$ cat config.mk
export PLATFORM = sky130hd
export DESIGN_NAME = multihop_constant_product_profit
export DESIGN_NICKNAME = d
export VERILOG_FILES = /design/src/rtl/mhcp_pkg.sv /design/src/rtl/multihop_constant_product_profit.sv
export SDC_FILE = /design/constraint.sdc
export NUM_CORES = 2
export LEC_CHECK = 0
export BUFFER_PORTS_ARGS = -buffer_cell sky130_fd_sc_hd__buf_2
export CAP_MARGIN = 0
export CORE_MARGIN = 4
export CORE_UTILIZATION = 63
export CTS_CLUSTER_SIZE = 40
export DETAILED_ROUTE_END_ITERATION = 12
export GPL_TIMING_DRIVEN = 0
export PLACE_DENSITY = 0.84
export SYNTH_ARGS = -nofsm -noshare
export SYNTH_HDL_FRONTEND = slang
export SYNTH_SLANG_ARGS = --single-unit
export TNS_END_PERCENT = 100
$ cat constraint.sdc
create_clock -name clk -period 32 [get_ports clk]
set_clock_uncertainty 0.15 [all_clocks]
set_input_delay 9.6 -clock clk [delete_from_list [all_inputs] [get_ports clk]]
set_output_delay 9.6 -clock clk [all_outputs]
set_load 0.005 [all_outputs]
$ cat src/rtl/mhcp_pkg.sv
// ----------------------------------------------------------------------------
// mhcp_pkg: shared types and constants for the multihop swap profit block
// Widths of the Q32.16 amounts, the product accumulator and the sequencer states.
// ----------------------------------------------------------------------------
package mhcp_pkg;

  localparam int AMT_W   = 48;             // unsigned Q32.16 amount
  localparam int FEE_W   = 16;             // unsigned Q0.16 fee
  localparam int KEEP_W  = FEE_W + 1;      // 1 - fee, Q1.16
  localparam int HALF_W  = AMT_W / 2;      // operand width of the shared multiplier
  localparam int ACC_W   = 2 * AMT_W;      // full product width
  localparam int DEN_W   = AMT_W + 1;      // reserve_in + net
  localparam int PROF_W  = AMT_W + 2;      // signed Q33.16 profit
  localparam int HOP_W   = 4;
  localparam int CNT_W   = 6;
  localparam int DIV_STEPS = AMT_W;
  localparam int NET_STEPS = 2;
  localparam int MUL_STEPS = 4;

  localparam int IN_DATA_W  = 3 * AMT_W + FEE_W;
  localparam int OUT_DATA_W = ((PROF_W + 7) / 8) * 8;

  typedef enum logic [2:0] {
    S_IDLE,
    S_NET,
    S_MUL,
    S_CHK,
    S_DIV,
    S_END
  } state_t;

endpackage

$ cat src/rtl/multihop_constant_product_profit.sv
// ----------------------------------------------------------------------------
// multihop_constant_product_profit: swap route profit evaluator
// Applies constant-product swaps hop by hop and reports route profit.
// ----------------------------------------------------------------------------
//  channel | dir | tdata (low bit up)                          | tuser / tlast
//  in_     | in  | start_amount, pool_rsv_in,                  | tuser: route_start,
//          |     | pool_rsv_out, swap_fee                      |   has_hop; tlast: route_end
//  out_    | out | route_profit (signed, zero filled)          | tuser: amount_saturated
//  cfg_    | in  | exec_fee                                    | -
//
//  an item without a swap only takes the beat, then the result if it ends the
//  route; a swap hop takes the beat, forms net, forms the product, runs a check
//  and 48 divide steps (a saturating hop skips the divide), then the result if it
//  ends the route; all on one 24x24 multiplier and one 50-bit compare-subtract unit
//  in_tready is low while an item is being worked on; a finished result sits in
//  the output register, so the next item is taken while out_tvalid waits, and a
//  route end only stalls while that register is still full
//  synchronous active-low reset clears route state and the fee register
// ----------------------------------------------------------------------------
module multihop_constant_product_profit
  import mhcp_pkg::*;
#(
  parameter int MAX_HOPS = 4
) (
  input  logic                  clk,
  input  logic                  rst_n,
  input  logic                  in_tvalid,
  output logic                  in_tready,
  // start_amount, pool_rsv_in, pool_rsv_out, swap_fee
  input  logic [IN_DATA_W-1:0]  in_tdata,
  // route_start, has_hop
  input  logic [1:0]            in_tuser,
  input  logic                  in_tlast,
  output logic                  out_tvalid,
  input  logic                  out_tready,
  // route_profit, zero filled
  output logic [OUT_DATA_W-1:0] out_tdata,
  // amount_saturated
  output logic                  out_tuser,
  input  logic                  cfg_valid,
  output logic                  cfg_ready,
  input  logic [AMT_W-1:0]      cfg_data
);

  state_t             state_r, state_nxt;
  logic [CNT_W-1:0]   cnt_r, cnt_nxt;
  logic [ACC_W-1:0]   acc_r, acc_nxt;
  logic [AMT_W-1:0]   run_r, run_nxt;
  logic [AMT_W-1:0]   init_r, init_nxt;
  logic [HOP_W-1:0]   hops_r, hops_nxt;
  logic               sat_r, sat_nxt;
  logic [AMT_W-1:0]   fee_r;
  logic [KEEP_W-1:0]  keep_r, keep_nxt;
  logic [AMT_W-1:0]   rin_r, rin_nxt;
  logic [AMT_W-1:0]   rout_r, rout_nxt;
  logic [AMT_W-1:0]   net_r, net_nxt;
  logic [DEN_W-1:0]   den_r, den_nxt;
  logic [DEN_W-1:0]   rem_r, rem_nxt;
  logic               end_r, end_nxt;
  logic               out_valid_r, out_valid_nxt;
  logic [PROF_W-1:0]  out_data_r, out_data_nxt;
  logic               out_sat_r, out_sat_nxt;

  // shared multiplier and divide step
  logic [HALF_W-1:0]  mul_a, mul_b;
  logic [AMT_W-1:0]   mul_p;
  logic [1:0]         mul_sh;
  logic [ACC_W-1:0]   mac_sum;
  logic [DEN_W:0]     trial, diff;
  logic               q_bit;
  logic [DEN_W-1:0]   den_sum;
  logic               in_beat, do_hop, last_net, last_mul, last_div;

  assign in_tready  = (state_r == S_IDLE);
  assign in_beat    = in_tvalid && in_tready;
  assign cfg_ready  = 1'b1;
  assign out_tvalid = out_valid_r;
  assign out_tdata  = {{(OUT_DATA_W-PROF_W){1'b0}}, out_data_r};
  assign out_tuser  = out_sat_r;

  assign last_net = (cnt_r == CNT_W'(NET_STEPS - 1));
  assign last_mul = (cnt_r == CNT_W'(MUL_STEPS - 1));
  assign last_div = (cnt_r == CNT_W'(DIV_STEPS - 1));

  // operand selection: net = amount * keep, then product = rout * net
  always_comb begin
    mul_a  = '0;
    mul_b  = '0;
    mul_sh = 2'd0;
    if (state_r == S_NET) begin
      mul_a  = cnt_r[0] ? run_r[AMT_W-1:HALF_W] : run_r[HALF_W-1:0];
      mul_b  = HALF_W'(keep_r);
      mul_sh = {1'b0, cnt_r[0]};
    end else begin
      mul_a  = cnt_r[1] ? rout_r[AMT_W-1:HALF_W] : rout_r[HALF_W-1:0];
      mul_b  = cnt_r[0] ? net_r[AMT_W-1:HALF_W] : net_r[HALF_W-1:0];
      mul_sh = 2'(cnt_r[1]) + 2'(cnt_r[0]);
    end
  end

  assign mul_p = mul_a * mul_b;

  always_comb begin
    case (mul_sh)
      2'd0:    mac_sum = acc_r + {{(ACC_W-AMT_W){1'b0}}, mul_p};
      2'd1:    mac_sum = acc_r + {{(ACC_W-AMT_W-HALF_W){1'b0}}, mul_p, {HALF_W{1'b0}}};
      default: mac_sum = acc_r + {mul_p, {(ACC_W-AMT_W){1'b0}}};
    endcase
  end

  assign trial   = {rem_r, acc_r[AMT_W-1]};
  assign diff    = trial - {1'b0, den_r};
  assign q_bit   = (trial >= {1'b0, den_r});
  assign den_sum = {1'b0, rin_r} + {1'b0, net_r};

  always_comb begin
    do_hop = in_tuser[1] && (in_tuser[0] || (hops_r < HOP_W'(MAX_HOPS)));
  end

  always_ff @(posedge clk) begin
    if (!rst_n) begin
      state_r     <= S_IDLE;
      cnt_r       <= '0;
      run_r       <= '0;
      init_r      <= '0;
      hops_r      <= '0;
      sat_r       <= 1'b0;
      fee_r       <= '0;
      end_r       <= 1'b0;
      out_valid_r <= 1'b0;
    end else begin
      state_r     <= state_nxt;
      cnt_r       <= cnt_nxt;
      run_r       <= run_nxt;
      init_r      <= init_nxt;
      hops_r      <= hops_nxt;
      sat_r       <= sat_nxt;
      end_r       <= end_nxt;
      out_valid_r <= out_valid_nxt;
      if (cfg_valid) begin
        fee_r <= cfg_data;
      end
    end
  end

  always_ff @(posedge clk) begin
    acc_r      <= acc_nxt;
    keep_r     <= keep_nxt;
    rin_r      <= rin_nxt;
    rout_r     <= rout_nxt;
    net_r      <= net_nxt;
    den_r      <= den_nxt;
    rem_r      <= rem_nxt;
    out_data_r <= out_data_nxt;
    out_sat_r  <= out_sat_nxt;
  end

  always_comb begin
    state_nxt     = state_r;
    cnt_nxt       = cnt_r;
    acc_nxt       = acc_r;
    run_nxt       = run_r;
    init_nxt      = init_r;
    hops_nxt      = hops_r;
    sat_nxt       = sat_r;
    keep_nxt      = keep_r;
    rin_nxt       = rin_r;
    rout_nxt      = rout_r;
    net_nxt       = net_r;
    den_nxt       = den_r;
    rem_nxt       = rem_r;
    end_nxt       = end_r;
    out_valid_nxt = out_valid_r;
    out_data_nxt  = out_data_r;
    out_sat_nxt   = out_sat_r;

    if (out_valid_r && out_tready) begin
      out_valid_nxt = 1'b0;
    end

    case (state_r)
      S_IDLE: begin
        if (in_beat) begin
          if (in_tuser[0]) begin
            run_nxt  = in_tdata[AMT_W-1:0];
            init_nxt = in_tdata[AMT_W-1:0];
            hops_nxt = '0;
            sat_nxt  = 1'b0;
          end
          rin_nxt  = in_tdata[2*AMT_W-1:AMT_W];
          rout_nxt = in_tdata[3*AMT_W-1:2*AMT_W];
          keep_nxt = KEEP_W'(1 << FEE_W) - {1'b0, in_tdata[IN_DATA_W-1:3*AMT_W]};
          end_nxt  = in_tlast;
          acc_nxt  = '0;
          cnt_nxt  = '0;
          if (do_hop) begin
            state_nxt = S_NET;
          end else if (in_tlast) begin
            state_nxt = S_END;
          end
        end
      end

      S_NET: begin
        acc_nxt = mac_sum;
        cnt_nxt = cnt_r + 1'b1;
        if (last_net) begin
          net_nxt   = mac_sum[AMT_W+FEE_W-1:FEE_W];
          acc_nxt   = '0;
          cnt_nxt   = '0;
          state_nxt = S_MUL;
        end
      end

      S_MUL: begin
        acc_nxt = mac_sum;
        cnt_nxt = cnt_r + 1'b1;
        if (cnt_r == '0) begin
          // zero denominator only when net is zero: raise to one lsb
          den_nxt = (den_sum == '0) ? DEN_W'(1) : den_sum;
        end
        if (last_mul) begin
          cnt_nxt   = '0;
          state_nxt = S_CHK;
        end
      end

      S_CHK: begin
        // upper half of the product below the divisor keeps the quotient in 48 bits
        if ({1'b0, acc_r[ACC_W-1:AMT_W]} >= den_r) begin
          run_nxt   = '1;
          sat_nxt   = 1'b1;
          hops_nxt  = hops_r + 1'b1;
          state_nxt = end_r ? S_END : S_IDLE;
        end else begin
          rem_nxt   = {1'b0, acc_r[ACC_W-1:AMT_W]};
          cnt_nxt   = '0;
          state_nxt = S_DIV;
        end
      end

      S_DIV: begin
        rem_nxt = q_bit ? diff[DEN_W-1:0] : trial[DEN_W-1:0];
        acc_nxt = {acc_r[ACC_W-1:AMT_W], acc_r[AMT_W-2:0], q_bit};
        cnt_nxt = cnt_r + 1'b1;
        if (last_div) begin
          run_nxt   = {acc_r[AMT_W-2:0], q_bit};
          hops_nxt  = hops_r + 1'b1;
          state_nxt = end_r ? S_END : S_IDLE;
        end
      end

      S_END: begin
        if (!out_valid_r || out_tready) begin
          out_data_nxt  = {2'b00, run_r} - {2'b00, init_r} - {2'b00, fee_r};
          out_sat_nxt   = sat_r;
          out_valid_nxt = 1'b1;
          state_nxt     = S_IDLE;
        end
      end

      default: begin
        state_nxt = S_IDLE;
      end
    endcase
  end

  // divide remainder always stays below the divisor
  a_rem_below_den: assert property (@(posedge clk) disable iff (!rst_n)
    (state_r == S_DIV) |-> (rem_r < den_r))
    else $error("divide remainder not below divisor");

  a_div_count: assert property (@(posedge clk) disable iff (!rst_n)
    (state_r == S_DIV) |-> (cnt_r < CNT_W'(DIV_STEPS)))
    else $error("divide step count overrun");

  a_hop_limit: assert property (@(posedge clk) disable iff (!rst_n)
    hops_r <= HOP_W'(MAX_HOPS))
    else $error("hop count beyond limit");

  // a new result beat only comes out of the route end state
  a_result_source: assert property (@(posedge clk) disable iff (!rst_n)
    $rose(out_valid_r) |-> $past(state_r == S_END))
    else $error("result raised outside route end");

  a_busy_not_ready: assert property (@(posedge clk) disable iff (!rst_n)
    (state_r == S_DIV || state_r == S_MUL) |=> !in_tready || $past(last_div))
    else $error("input taken while hop in progress");

endmodule
==> summary.md <==
| Metric | Value |
|---|---|
| Result of the run | finished with violations |
| Failing checks | max-capacitance violations, max-slew violations |
| I/O pin total | 276 |
| Flip-flop and latch count after synthesis | between 500 and 600 |
| Combinational family with the most area after synthesis | adder cells |
| Slowest cell delay on critical path | 1.06 ns |
| Fraction of the core area covered by cells at the end of the flow | 69.3% |
| Share of cell area taken by muxes after synthesis | 2.38% |
| Simple-Gate Fraction of Synth Area | approximately 16% |
| Share of flip-flops with an asynchronous set or reset | 0% |
| Full die area | ~0.10 sq mm |
| Antenna-violating nets left | 0 |
| Weighted congestion at the end of routability-driven global placement | 1.07 |
| Synth Area in Compound Gates | about 18% |
| Hold Violations, Final | 0 |
| Rel. slew slack | -1.58% |
| Most used flip-flop cell after synthesis | sky130_fd_sc_hd__edfxtp_1 |
| Maximum clock frequency | between 60 and 70 MHz |
| Slowest stage cell on the critical path | sky130_fd_sc_hd__nor2_1 |
| Warnings, synthesis | 0 |
| Data arrival at the endpoint of the critical path | about 16 ns |
| Global route overflow | 0 |
| Clock buffer count from CTS | slightly below 70 |
| CTS resizes | 0 |
| DRC violation total after the first TritonRoute iteration | 7,632 |
| Portion of the post-synthesis area used by sequential elements | 24.5% |
| Fill cell total of the finished layout | 7,737 |
| Share of cells above drive strength 1 | 7.06% |
| Pin slew with the least headroom to its limit | 1.51 ns |
| Count of pins over their slew limit | 5 |
| Global-route wire length before repair | 359 mm |
| Core Box Area | 0.0987 sq mm |
| Post-DR wirelength/cell | approximately 28 um |
| Setup repair after global routing missed its margin | no |
| Summed instance area of the synthesized netlist | between 0.06 and 0.07 sq mm |
| Number of instances in the synthesized netlist | roughly 7,300 |
| Area share of xor/xnor cells in the synthesized design | 5.63% |
| Worst hold path type | flip-flop to flip-flop |
| Final-report setup violation count | 0 |
| Pin count of the biggest net entering global routing | 63 |
| Clock Sink Count | 566 |
| Avg Synthesized Cell Area | 8.63 sq um |
| Via-per-instance ratio | 6.62 |
| Pre-Repair DR Iteration Count | 11 |
| H-tree lvl count | 3 |
| Die span in y | 324 um |
| Input/output buffers | between 200 and 300 |
| Worst path required time | 32.22 ns |
| Post-layout minimum cycle time | between 15 and 20 ns |
| Row Count | 115 |
| DRC errors left | 0 |
| Worst-case clock buffer depth | 3 |
| Via count of the first global-routing pass | 57,600 |
| Crit Path Max Fanout | 10 |
| Total routed wirelength | 248 mm |
| Starting density of the core | roughly 64% |
| Initial antenna violation count | 22 |
| Global-route usage over all layers | between 40 and 50% |
| HPWL after detailed placement | just over 200 mm |
| Worst skew pair latency | ~0.68 ns |
| Cell occurring most often along the worst timing path | sky130_fd_sc_hd__fa_1 |
| Cell chosen for the clock root | sky130_fd_sc_hd__clkbuf_16 |
| Net count of the finished layout | 8,905 |
| Via total after detailed routing | about 60,000 |
| Clock-pin slew on the worst setup and hold paths | 0.06 ns |
| Number of synthesized flops with an enable pin | 406 |
| Type of element launching the critical path | flip-flop |
| Worst setup EP type | flip-flop |
| Sum of negative setup slack | 0 ns |
| Die X-Extent | 324 um |
| Reported max-cap violation count | 1 |
| Post-CTS setup repair buffer count | 0 |
| Portion of the clock cycle consumed by the worst path in the final layout | 50.4% |
| WS Path Type | flip-flop to flip-flop |
| TritonCTS clock tree | done |
| Share of synthesized cell area in full adder, half adder and majority cells | 27.0% |
| Area growth from synthesis to layout | 8.82% |
| Total of hold buffers inserted after clock tree synthesis | 0 |
| Post-synthesis cell type count | around 110 |
[routing by layer]
metal | wire length (um) | vias to the layer above | global-route usage, %
li1 | - | 25800 | -
met1 | 89000 | 28400 | 57.2
met2 | 102000 | 4230 | 67.3
met3 | 34300 | 1115 | 16.9
met4 | 22600 | 24 | 33.4
met5 | 176 | - | 0
[layout by cell type, fill, tap and decap left out, drive strengths merged, types with 20 or more instances in the layout]
| master | instances |
|---|---|
| a211oi | 42 |
| a21o | 250 |
| a21oi | 565 |
| a221oi | 32 |
| a311oi | 53 |
| a31oi | 64 |
| and2 | 69 |
| and3 | 42 |
| buf | 317 |
| clkbuf | 361 |
| clkinv | 22 |
| dfxtp | 160 |
| edfxtp | 406 |
| fa | 489 |
| ha | 571 |
| inv | 825 |
| mux2 | 33 |
| mux2i | 112 |
| nand2 | 856 |
| nand2b | 53 |
| nand3 | 117 |
| nand4 | 87 |
| nor2 | 748 |
| nor2b | 49 |
| nor3 | 99 |
| nor4 | 26 |
| o211ai | 29 |
| o21a | 75 |
| o21ai | 336 |
| o21bai | 53 |
| o22ai | 32 |
| or2 | 25 |
| or3 | 20 |
| xnor2 | 251 |
| xor2 | 152 |
[sequential cells by signal, summed over array words and instances (netlist names), 3 cells and up]
signal      count
run_r          48
hops_r          4
rin_r          48
den_r          49
net_r          48
state_r         3
init_r         48
acc_r          96
out_data_r     50
keep_r         17
fee_r          48
cnt_r           6
rem_r          49
rout_r         48
[cells by family (layout without fill, tap and decap cells)]
family          count (synthesis)  in the layout
compound gates               1723           1723
xor+xnor                      403            403
fa+ha+maj                    1060           1060
buf+inv                      1131           1530
flops                         566            566
mux                           145            145
other cells                     2             24
simple gates                 2246           2246
[worst paths after layout]
path	from	endpoint	slack, ns	cells past startpoint
setup reg to reg	state_r[0]	acc_r[90]	15.87	45
setup / recovery	state_r[0]	acc_r[90]	15.87	45
hold / removal	sat_r	out_tuser	0.30	0
hold reg to reg	sat_r	out_tuser	0.30	0
[cell usage after synthesis (all sizes together) (99+ instances only)]
| cell | count | area, sq um |
|---|---|---|
| inv | 819 | 3070 |
| nor3 | 99 | 510 |
| nor2 | 748 | 2810 |
| clkbuf | 271 | 1020 |
| dfxtp | 160 | 3200 |
| xnor2 | 251 | 2210 |
| nand2 | 856 | 3210 |
| xor2 | 152 | 1330 |
| a21o | 250 | 1880 |
| nand3 | 117 | 598 |
| o21ai | 336 | 1700 |
| a21oi | 565 | 2840 |
| fa | 489 | 9790 |
| mux2i | 112 | 1120 |
| edfxtp | 406 | 12200 |
| ha | 571 | 7140 |
[final cells by class]
type	count	area, sq um	share of cell area, %
well taps	1287	1610	2.36
multi-input cells	5584	43200	63.2
repair buffers	277	1550	2.26
diodes	17	42.5	0.0622
inverters	820	3080	4.50
plain buffers	311	1220	1.79
flip-flops and latches	566	15400	22.5
clock inverters	32	307	0.448
clock buffers	90	1920	2.81
[metrics by stage]
step	instance area (sq um)	hold WS (ns)	std cells	worst slack, ns
2_1_floorplan	62800	0.259	7281	17.53
3_3_place_gp	65800	0.267	8835	14.30
3_5_place_dp	66000	0.274	8844	16.69
4_1_cts	68300	0.288	8966	16.63
5_1_grt	68300	0.323	8968	15.58
6_report	68400	0.296	8984	15.87
[critical path, delay by kind of cell (launching register included)]
| family | cells | cell delay, ns |
|---|---|---|
| adders and majority gates | 9 | 4.41 |
| AOI/OAI and AO/OA | 16 | 4.81 |
| and+or+nand+nor | 9 | 2.47 |
| DFF | 1 | 0.43 |
| xor gates and xnor gates | 1 | 0.96 |
| buffers and inverters | 10 | 2.53 |
Power is left out: the tool's default activity adds up to more than one toggle a clock period on the data nets, which glitch-free logic cannot reach.
